`config.mk`:
```
export PLATFORM = sky130hd
export DESIGN_NAME = recurrence_checksum_16
export DESIGN_NICKNAME = d
export VERILOG_FILES = /design/src/design/rcs_pkg.sv /design/src/design/rcs_in_stage.sv /design/src/design/rcs_next_term.sv /design/src/design/rcs_state.sv /design/src/design/recurrence_checksum_16.sv
export VERILOG_INCLUDE_DIRS = /design/src /design/src/design
export SDC_FILE = /design/constraint.sdc
export NUM_CORES = 1
export LEC_CHECK = 0
export BUFFER_PORTS_ARGS = -buffer_cell sky130_fd_sc_hd__buf_2
export CAP_MARGIN = 0
export CELL_PAD_IN_SITES_DETAIL_PLACEMENT = 1
export CELL_PAD_IN_SITES_GLOBAL_PLACEMENT = 1
export CORE_ASPECT_RATIO = 0.9
export CORE_MARGIN = 2
export CORE_UTILIZATION = 30
export CTS_CLUSTER_SIZE = 30
export DETAILED_ROUTE_END_ITERATION = 10
export GPL_ROUTABILITY_DRIVEN = 0
export HOLD_SLACK_MARGIN = 0.15
export PLACE_DENSITY_LB_ADDON = 0.3
export SYNTH_ARGS = -nofsm -noshare
export SYNTH_HDL_FRONTEND = slang
export SYNTH_HIERARCHICAL = 1
export SYNTH_SLANG_ARGS = --single-unit
```
`constraint.sdc`:
```
create_clock -name clk -period 16.9 [get_ports clk]
set_clock_uncertainty 0.1 [all_clocks]
set_input_delay 0.845 -clock clk [delete_from_list [all_inputs] [get_ports clk]]
set_output_delay 0.845 -clock clk [all_outputs]
set_load 0.02 [all_outputs]
```
`src/design/recurrence_checksum_16_assert.svh`:
```
// Assertion helpers for the checksum block.
`ifndef RECURRENCE_CHECKSUM_16_ASSERT_SVH
`define RECURRENCE_CHECKSUM_16_ASSERT_SVH

// Same-cycle implication, disabled while reset is asserted.
`define RCS_ASSERT_IMPL(label, clk, rst_n, ante, cons) \
	label: assert property (@(posedge clk) disable iff (!(rst_n)) (ante) |-> (cons)) \
		else $error("checksum block assertion failed");

// Next-cycle implication, disabled while reset is asserted.
`define RCS_ASSERT_NEXT(label, clk, rst_n, ante, cons) \
	label: assert property (@(posedge clk) disable iff (!(rst_n)) (ante) |=> (cons)) \
		else $error("checksum block assertion failed");

`endif

```
`src/design/rcs_pkg.sv`:
```
`default_nettype none
package rcs_pkg;

	// Recurrence modulus and coefficient constants.
	localparam logic [15:0] MODULUS      = 16'hFFFF;
	localparam logic [7:0]  ALPHA_MULT   = 8'd17;
	localparam logic [7:0]  BETA_MULT    = 8'd31;
	localparam logic [15:0] FIRST_OFFSET = 16'd7;

	// Values the state takes at reset and at the start of every message.
	localparam logic [15:0] PREV_INIT = 16'd1;
	localparam logic [15:0] CUR_INIT  = 16'd0;
	localparam logic [7:0]  IDX_INIT  = 8'd0;
	localparam logic [7:0]  IDX_AFTER_FIRST = 8'd1;

	// One registered input beat.
	typedef struct packed {
		logic       valid;
		logic       last_byte;
		logic [7:0] byte_value;
	} rcs_beat_t;

	// Reduce a 25-bit value modulo 65535: fold the upper bits onto the lower
	// half, then one conditional subtract.
	function automatic logic [15:0] mod_m(input logic [24:0] x);
		logic [16:0] s;
		s = {8'h00, x[24:16]} + {1'b0, x[15:0]};
		if (s >= {1'b0, MODULUS}) begin
			s = s - {1'b0, MODULUS};
		end
		return s[15:0];
	endfunction

endpackage
`default_nettype wire

```
`src/design/rcs_in_stage.sv`:
```
`default_nettype none
module rcs_in_stage (
	input  wire logic              clk,
	input  wire logic              arst_n,
	input  wire logic              src_valid,
	output logic                   src_stall,
	input  wire logic [7:0]        byte_value,
	input  wire logic              last_byte,
	input  wire logic              take,
	output rcs_pkg::rcs_beat_t     beat
);
	import rcs_pkg::*;

	logic       valid_s1;
	logic       last_s1;
	logic [7:0] byte_s1;
	logic       load;

	// Hold the beat while the next stage cannot take it.
	assign src_stall = valid_s1 && !take;
	assign load      = src_valid && !src_stall;

	// Track occupancy of the input register.
	always_ff @(posedge clk or negedge arst_n) begin
		if (!arst_n) begin
			valid_s1 <= 1'b0;
		end else if (load) begin
			valid_s1 <= 1'b1;
		end else if (take) begin
			valid_s1 <= 1'b0;
		end
	end

	// Capture the payload on acceptance.
	always_ff @(posedge clk) begin
		if (load) begin
			last_s1 <= last_byte;
			byte_s1 <= byte_value;
		end
	end

	assign beat.valid      = valid_s1;
	assign beat.last_byte  = last_s1;
	assign beat.byte_value = byte_s1;

endmodule
`default_nettype wire

```
`src/design/rcs_next_term.sv`:
```
`default_nettype none
module rcs_next_term (
	input  wire logic [7:0]  byte_value,
	input  wire logic [7:0]  idx,
	input  wire logic [15:0] term_cur,
	input  wire logic [15:0] term_prev,
	output logic [15:0]      term_next
);
	import rcs_pkg::*;

	logic [7:0]  alpha;
	logic [7:0]  beta;
	logic [8:0]  coef;
	logic [24:0] prod_a;
	logic [23:0] prod_c;
	logic        non_neg;
	logic [24:0] mag;
	logic [15:0] red;

	// Coefficients wrap at 256 through the 8-bit products.
	assign alpha = idx * ALPHA_MULT;
	assign beta  = idx * BETA_MULT;
	assign coef  = {1'b0, byte_value} + {1'b0, alpha};

	// Two small products.
	assign prod_a = coef * term_cur;
	assign prod_c = beta * term_prev;

	// Negative difference wraps by 2^64, which is 1 modulo 65535: reduce
	// (c - a - 1) and negate it modulo 65535.
	assign non_neg = prod_a >= {1'b0, prod_c};
	assign mag     = non_neg ? (prod_a - {1'b0, prod_c})
	                         : ({1'b0, prod_c} - prod_a - 25'd1);
	assign red     = mod_m(mag);

	always_comb begin
		if (non_neg || red == 16'd0) begin
			term_next = red;
		end else begin
			term_next = MODULUS - red;
		end
	end

endmodule
`default_nettype wire

```
`src/design/rcs_state.sv`:
```
`default_nettype none
module rcs_state (
	input  wire logic              clk,
	input  wire logic              arst_n,
	input  wire rcs_pkg::rcs_beat_t beat,
	output logic                   take,
	output logic                   res_valid,
	input  wire logic              res_stall,
	output logic [15:0]            checksum
);
	import rcs_pkg::*;

	logic [15:0] prev_q;
	logic [15:0] cur_q;
	logic [7:0]  idx_q;
	logic        start_q;
	logic        res_valid_q;
	logic [15:0] checksum_q;
	logic        out_free;
	logic [15:0] term_next;
	logic [15:0] cur_new;

	rcs_next_term u_next_term (
		.byte_value (beat.byte_value),
		.idx        (idx_q),
		.term_cur   (cur_q),
		.term_prev  (prev_q),
		.term_next  (term_next)
	);

	// Non-final beats never need the result slot.
	assign out_free = !res_valid_q || !res_stall;
	assign take     = beat.valid && (!beat.last_byte || out_free);

	assign cur_new = start_q ? ({8'h00, beat.byte_value} + FIRST_OFFSET) : term_next;

	// Advance the recurrence; re-arm after the final beat.
	always_ff @(posedge clk or negedge arst_n) begin
		if (!arst_n) begin
			prev_q  <= PREV_INIT;
			cur_q   <= CUR_INIT;
			idx_q   <= IDX_INIT;
			start_q <= 1'b1;
		end else if (take) begin
			if (beat.last_byte) begin
				prev_q  <= PREV_INIT;
				cur_q   <= CUR_INIT;
				idx_q   <= IDX_INIT;
				start_q <= 1'b1;
			end else if (start_q) begin
				prev_q  <= PREV_INIT;
				cur_q   <= cur_new;
				idx_q   <= IDX_AFTER_FIRST;
				start_q <= 1'b0;
			end else begin
				prev_q  <= cur_q;
				cur_q   <= cur_new;
				idx_q   <= idx_q + 8'd1;
			end
		end
	end

	// Result slot: fill on the final beat, drop once taken.
	always_ff @(posedge clk or negedge arst_n) begin
		if (!arst_n) begin
			res_valid_q <= 1'b0;
		end else if (take && beat.last_byte) begin
			res_valid_q <= 1'b1;
		end else if (!res_stall) begin
			res_valid_q <= 1'b0;
		end
	end

	always_ff @(posedge clk) begin
		if (take && beat.last_byte) begin
			checksum_q <= cur_new;
		end
	end

	assign res_valid = res_valid_q;
	assign checksum  = checksum_q;

endmodule
`default_nettype wire

```
`src/design/recurrence_checksum_16.sv`:
```
// Three-term recurrence checksum over a byte stream.
//
// Source channel: src_valid / src_stall with byte_value and last_byte. One
// byte is taken per beat; the beat with last_byte set closes the message.
// Result channel: res_valid / res_stall with checksum, one beat per message.
//
// Throughput is one byte per cycle unless a final byte waits on a held
// result: the recurrence update (two small multiplies, a subtract and a
// fold modulo 65535) is combinational between the input register and the
// term/result registers. res_valid is registered off the final byte's take.
//
// Reset clears both channels and arms the block for a new message.
// While res_stall holds a result, non-final bytes keep flowing; a final byte
// waits in the input register, and src_stall rises only once that register
// is occupied by a byte that cannot move on.
`default_nettype none
`include "recurrence_checksum_16_assert.svh"
module recurrence_checksum_16 (
	input  wire logic        clk,
	input  wire logic        arst_n,
	input  wire logic        src_valid,
	output logic             src_stall,
	input  wire logic [7:0]  byte_value,
	input  wire logic        last_byte,
	output logic             res_valid,
	input  wire logic        res_stall,
	output logic [15:0]      checksum
);
	import rcs_pkg::*;

	rcs_beat_t beat;
	logic      take;

	rcs_in_stage u_in_stage (
		.clk        (clk),
		.arst_n     (arst_n),
		.src_valid  (src_valid),
		.src_stall  (src_stall),
		.byte_value (byte_value),
		.last_byte  (last_byte),
		.take       (take),
		.beat       (beat)
	);

	rcs_state u_state (
		.clk       (clk),
		.arst_n    (arst_n),
		.beat      (beat),
		.take      (take),
		.res_valid (res_valid),
		.res_stall (res_stall),
		.checksum  (checksum)
	);

	// An empty input register never stalls the source.
	`RCS_ASSERT_IMPL(a_stall_only_full, clk, arst_n, !beat.valid, !src_stall)
	// A final byte that moves on shows up as a result next cycle.
	`RCS_ASSERT_NEXT(a_last_emits, clk, arst_n, take && beat.last_byte, res_valid)
	// A final byte never overwrites a result still being held.
	`RCS_ASSERT_IMPL(a_no_overwrite, clk, arst_n, take && beat.last_byte && res_valid, !res_stall)
	// A taken result with no new one behind it leaves the slot empty.
	`RCS_ASSERT_NEXT(a_slot_drains, clk, arst_n,
		res_valid && !res_stall && !(take && beat.last_byte), !res_valid)

endmodule
`default_nettype wire

```
# [Yosys cells after proc, flatten, opt, wreduce, memory -nomap -nowiden]
# Index checks and enable logic that the tools add are counted.
[classes] n_addsub=9 mul=4 order_cmp=2 n_eq_ne=1 n_mux=14 reduce_logical=14
[ops] cell="16-bit two-way mux" count=6
[ops] cell="25-bit by 24-bit greater-or-equal comparator with 1-bit output" count=1
[ops] cell="9-bit by 16-bit multiplier with 25-bit output" count=1
[ops] cell="25-bit two-way mux" count=1
[ops] cell="24-bit by 25-bit subtractor with 25-bit output" count=1
[ops] cell="25-bit by 1-bit subtractor with 25-bit output (second input constant)" count=1
[ops] cell="25-bit by 24-bit subtractor with 25-bit output" count=1
[ops] cell="8-bit by 16-bit multiplier with 24-bit output" count=1
[ops] cell="9-bit by 16-bit adder with 17-bit output" count=1
[ops] cell="17-bit by 16-bit greater-or-equal comparator with 1-bit output (second input constant)" count=1
[ops] cell="16-bit zero test" count=1
[ops] cell="8-bit by 5-bit multiplier with 8-bit output (second input constant)" count=2
[ops] cell="8-bit two-way mux" count=2
[ops] cell="16-bit subtractor (first input constant)" count=1
[ops] cell="16-bit subtractor (second input constant)" count=1
[ops] cell="8-bit by 3-bit adder with 9-bit output (second input constant)" count=1
[ops] cell="8-bit by 8-bit adder with 9-bit output" count=1
[ops] cell="8-bit by 1-bit adder with 8-bit output (second input constant)" count=1
[ops] cell="1-bit zero test" count=5
[ops] cell="1-bit two-way mux" count=5
[ops] cell="1-bit logical AND" count=4
[ops] cell="1-bit logical OR" count=3
[ops] cell="2-bit by 1-bit != test with 1-bit output (second input constant)" count=1
[ops] cell="2-bit nonzero test" count=1
[word_totals] regBits=68 input_bits=13 out_inout_bits=18 word_cells=53

# [Logic depth before layout (Yosys ltp)]
[depth] ltp_word=14 mapped_depth=67

# [By module]
# Netlist, hierarchy kept.
[modules_own_cells] mod="rcs_next_term" n_inst=1 cells_each=1740 area_per_inst_um2=13583.0 seq_area_each_um2=0.0
[modules_own_cells] mod="rcs_state" n_inst=1 cells_each=221 area_per_inst_um2=2429.8 seq_area_each_um2=1534.0
[modules_own_cells] mod="rcs_in_stage" n_inst=1 cells_each=16 area_per_inst_um2=342.8 seq_area_each_um2=295.3

# [Worst setup path after synthesis]
# Ideal clock, no wire load.
[synth_path] kind="register to register" start="register u_state.idx_q[1]" end="register u_state.cur_q[3]" setup_time_ns=0.121 arrival_ns=14.263 path_slack_ns=2.416 path_stages_with_launch=65 path_buffers=4 cell_sequence="dfrtp_1 -> inv_1 -> fa_1 -> inv_1 -> fa_1 -> inv_1 -> fa_1 -> inv_1 -> ha_1 -> inv_1 -> o21bai_1 -> a21oi_1 -> xnor2_1 -> clkbuf_1 -> nand2_1 -> fa_1 -> fa_1 -> fa_1 -> [29 not listed] -> ha_1 -> a21o_1 -> a21o_1 -> a21oi_1 -> o41a_1 -> or4_1 -> a311oi_1 -> nor2_1 -> o21a_1 -> a211oi_4 -> o221ai_2 -> o31ai_2 -> nand4_1 -> o31ai_4 -> buf_6 -> xnor2_1 -> mux2_2 -> a22o_1"
[synth_via] elab_chain_cells=14 word_cells_on_any_way=20
[synth_lines] item="from (decl)" line="rcs_state.sv:15" source="logic [7:0] idx_q;"
[synth_lines] item="from (signal assigned)" line="rcs_state.sv:58" source="idx_q <= idx_q + 8'd1;"
[synth_lines] item="branches (longest 11 deep; another with 9-bit by 16-bit multiplier with 25-bit output)"
[synth_lines] item="16-bit two-way mux *" line="rcs_next_term.sv:37" source="if (non_neg || red == 16'd0) begin"
[synth_lines] item="net u_state.term_next[3]" line="rcs_state.sv:20" source="logic [15:0] term_next;"
[synth_lines] item="16-bit two-way mux *" line="rcs_state.sv:35" source="assign cur_new = start_q ? ({8'h00, beat.byte_value} + FIRST_OFFSET) : term_next;"
[synth_lines] item="net u_state.cur_new[3]" line="rcs_state.sv:21" source="logic [15:0] cur_new;"
[synth_lines] item="16-bit two-way mux *" line="rcs_state.sv:45" source="if (beat.last_byte) begin"
[synth_lines] item="to (signal assigned)" line="rcs_state.sv:52" source="cur_q <= cur_new;"
[synth_lines] item="to (signal assigned)" line="rcs_state.sv:57" source="cur_q <= cur_new;"
[synth_lines] item="to (decl)" line="rcs_state.sv:14" source="logic [15:0] cur_q;"
# Mark *: on every way through the listed nets, which the timed path passes.
# A chain may end at the register's enable or synchronous reset.

# [Worst setup path after layout]
[layout_path] start="register u_state.idx_q[1]" end="register u_state.cur_q[0]"
# The elaborated chain is that of the path after synthesis.

==> flow_summary.toml <==
[outcome]
status = "finished clean"

[setup_path]
worstPathRequired_ns = 17.04
critPathArrivalTime_ns = 15.96
critPathSlowestCell = "xor2_1"
criticalPathCategory = "register to register"
slowest_delay_ns = 0.66
startpoint_type = "register"
cpMostUsedCell = "fa_1"
end_kind = "register"
crit_fanout = 16

[final_layout]
syn_to_final_growth_pct = 8.03
fin_nets = 2349
fin_area_um2 = 17700
fillers = 6552
final_cells = 2683
drive_gt1_frac = 0.0627

[route]
wl_met3_um = 1660
met2_length_um = 25300
ant_nets = 0
drc_errors = 0
finalWirelength_um = 53300
vias_per_cell = 5.18
vias = 13900
dr.max_layer_used = "met4"
drt-met1-wl_um = 25400
dr.pass1.iters = 5
post_drt_wl_per_cell_um = 19.9
drt_iter0_drc = 722

[clock_network]
hold_buffers = 0
numCtsBuffers = 9
cts_tree = "built"
insertion_delay_ns = 0.35
clock_path_buffers = 2
post_cts_resize_count = 0
cts_htree_levels = 3
post_cts_buffers = 0
clk_pin_slew_ns = 0.06
cts-root-buf = "clkbuf_16"
clock_sinks = 68

[synth]
yosysTopAreaCellShare = 0.241
syn_nets = 2354
synth_largest_area_cell = "fa_1"
synth.area.top_cells = "fa_1 (24%), ha_1 (13%), inv_1 (6.8%), dfrtp_1 (6.3%), and2_1 (5.6%)"
synth_area_um2 = 16400
yosys_warnings = 6
synth-seq-cells = 68
synthCells = 1977
ys_seq_area_frac = 0.112
synthDistinctLibCells = 83
ys_async_sr_fraction = 0.632
synth.avg_cell_area_um2 = 8.27
synth-edff-count = 25
synth_top_flop_cell = "dfrtp_1"

[global_routing]
overflow = 0
grt_max_degree = 44
antenna_found_initial = 0
grt_pass1_wl_um = 85000
track_usage = 0.192
grt_pass1_vias = 15200

[sta]
fin_crit_ns = 15.82
fin_crit_sh = 0.936
hold_viol = 0
setup_viol = 0
setup_ws_ns = 1.08
worst_slew_pin_slew_ns = 1.13
max_slew_margin = 0.244
rsz0062_at_grt = "false"
slew_violations = 0
setup_tns_ns = 0
fmaxAchievable_ghz = 0.0632

[place]
place_ws_ns = 0.960
port_buffers = 30
place.detailed.hpwl_um = 44100
placed_cell_area_um2 = 17400
dp.cells = 2666

[floorplan]
die_h_um = 226
pin_count = 31
die-area_um2 = 56400
coreArea_um2 = 54100
row_count = 81
start_util = 0.302
die_x_um = 250

[job]
maxCapViolCount = 0

[min_path]
hold_path_class = "register to register"
## final timing paths
kind	depth (start not counted)	startpoint	endpoint	slack, ns
worst max-delay path	59	u_state/idx_q[1]$_DFFE_PN0P_	u_state/cur_q[0]$_DFFE_PN0P_	1.08
worst min-delay path	2	u_state/res_valid$_DFFE_PN0P_	u_state/res_valid$_DFFE_PN0P_	0.44
worst max register to register	59	u_state/idx_q[1]$_DFFE_PN0P_	u_state/cur_q[0]$_DFFE_PN0P_	1.08
worst min register to register	2	u_state/res_valid$_DFFE_PN0P_	u_state/res_valid$_DFFE_PN0P_	0.44
max in group asynchronous	1	arst_n	u_state/cur_q[6]$_DFFE_PN0P_	15.39
min in group asynchronous	1	arst_n	u_state/idx_q[7]$_DFFE_PN0P_	0.62
## sequential cells by signal, summed over array words and instances (netlist names)
register and flops:
u_in_stage/byte_s1 8, u_in_stage/last_s1 1, u_in_stage/valid_s1 1, u_state/checksum 16
u_state/cur_q 16, u_state/idx_q 8, u_state/prev_q 16, u_state/res_valid 1
u_state/start_q 1
## placed cells by master (no fill, tap or decap), types with 7 or more instances in the layout
cell type  synthesis  routed
o31ai_1            7       7
fa_1             197     197
a22o_1            16      16
nor3_1            25      25
o21a_1            10      10
a211oi_1          16      16
ha_1             167     167
buf_2              9      30
dfrtp_1           41      41
o211ai_1          12      12
nand2b_1          17      17
buf_4              3      32
nor2b_1           20      20
nand2_1          244     244
nand4_1           12      12
nor2_1            83      83
a21oi_1          103     103
nand3_1           40      40
xnor2_1           86      81
nor4_1            14      14
clkbuf_16          0       9
and3_1            10      10
o21bai_1          27      27
and2_1           147     147
xor2_1            28      27
a31oi_1           18      18
a211o_1            8       8
inv_1            297     297
or3_1              9       9
o21ai_0           61      61
a21o_1            45      45
edfxtp_1          25      25
mux2i_1            9       9
## through the flow
| stage | util | hold slack (ns) |
|---|---|---|
| floorplan | - | 0.337 |
| global placement | 0.321 | 0.386 |
| detailed placement | 0.321 | 0.398 |
| CTS | 0.326 | 0.431 |
| global route | 0.326 | 0.462 |
| finish | 0.326 | 0.436 |
## cell type report
cell class	instances	area (µm²)	share of cell area
antenna	1	2.50	0.000142
clock buffer	9	225	0.0127
clock inverter	7	82.6	0.00467
inverter	298	1120	0.0633
multi-input combinational	1532	13100	0.742
sequential	68	1830	0.104
tap	705	882	0.0499
timing repair buffer	63	410	0.0232
## routing by layer
layer  global-route usage  up-vias
li1                     -     6500
met5                    0        -
met2                0.326      267
met1                0.264     7077
met3               0.0149       47
met4               0.0462        0
## worst max-delay path, delay by kind of cell (launching register included)
| family | cells | cell delay [ns] |
|---|---|---|
| xor gates and xnor gates | 4 | 1.16 |
| and+or+nand+nor | 7 | 1.18 |
| adders and majority gates | 12 | 5.26 |
| buffers and inverters | 7 | 1.05 |
| AOI/OAI and AO/OA | 26 | 5.86 |
| muxes | 3 | 0.59 |
| DFF | 1 | 0.51 |
## cells by family (layout without fill, tap and decap cells)
family / Yosys count / in the layout / share of synthesized area
AO/OA/AOI/OAI: 387 / 387 / 0.161
buffers and inverters: 377 / 377 / 0.0888
adder cells (fa/ha/maj): 364 / 364 / 0.369
other: 0 / 1 / 0
XOR/XNOR: 114 / 114 / 0.0610
multiplexers: 12 / 12 / 0.00757
AND/OR/NAND/NOR: 655 / 655 / 0.201
flip-flops: 68 / 68 / 0.112
## synth_stat cells (10+ instances only)
master    count
a211oi_1     16
and2_1      147
a21oi_1     103
xnor2_1      86
o21a_1       10
buf_1        10
nor2_1       83
fa_1        197
dfrtp_1      41
nor4_1       14
o21ai_0      61
xor2_1       28
nor3_1       25
a22o_1       16
nand3_1      40
a21o_1       45
o21bai_1     27
ha_1        167
edfxtp_1     25
nor2b_1      20
nand2_1     244
a31oi_1      18
o211ai_1     12
clkbuf_1     55
inv_1       297
and3_1       10
nand2b_1     17
nand4_1      12
Power is not shown: default switching activity piles up to over one toggle a cycle in this logic, so the estimate is an artifact.
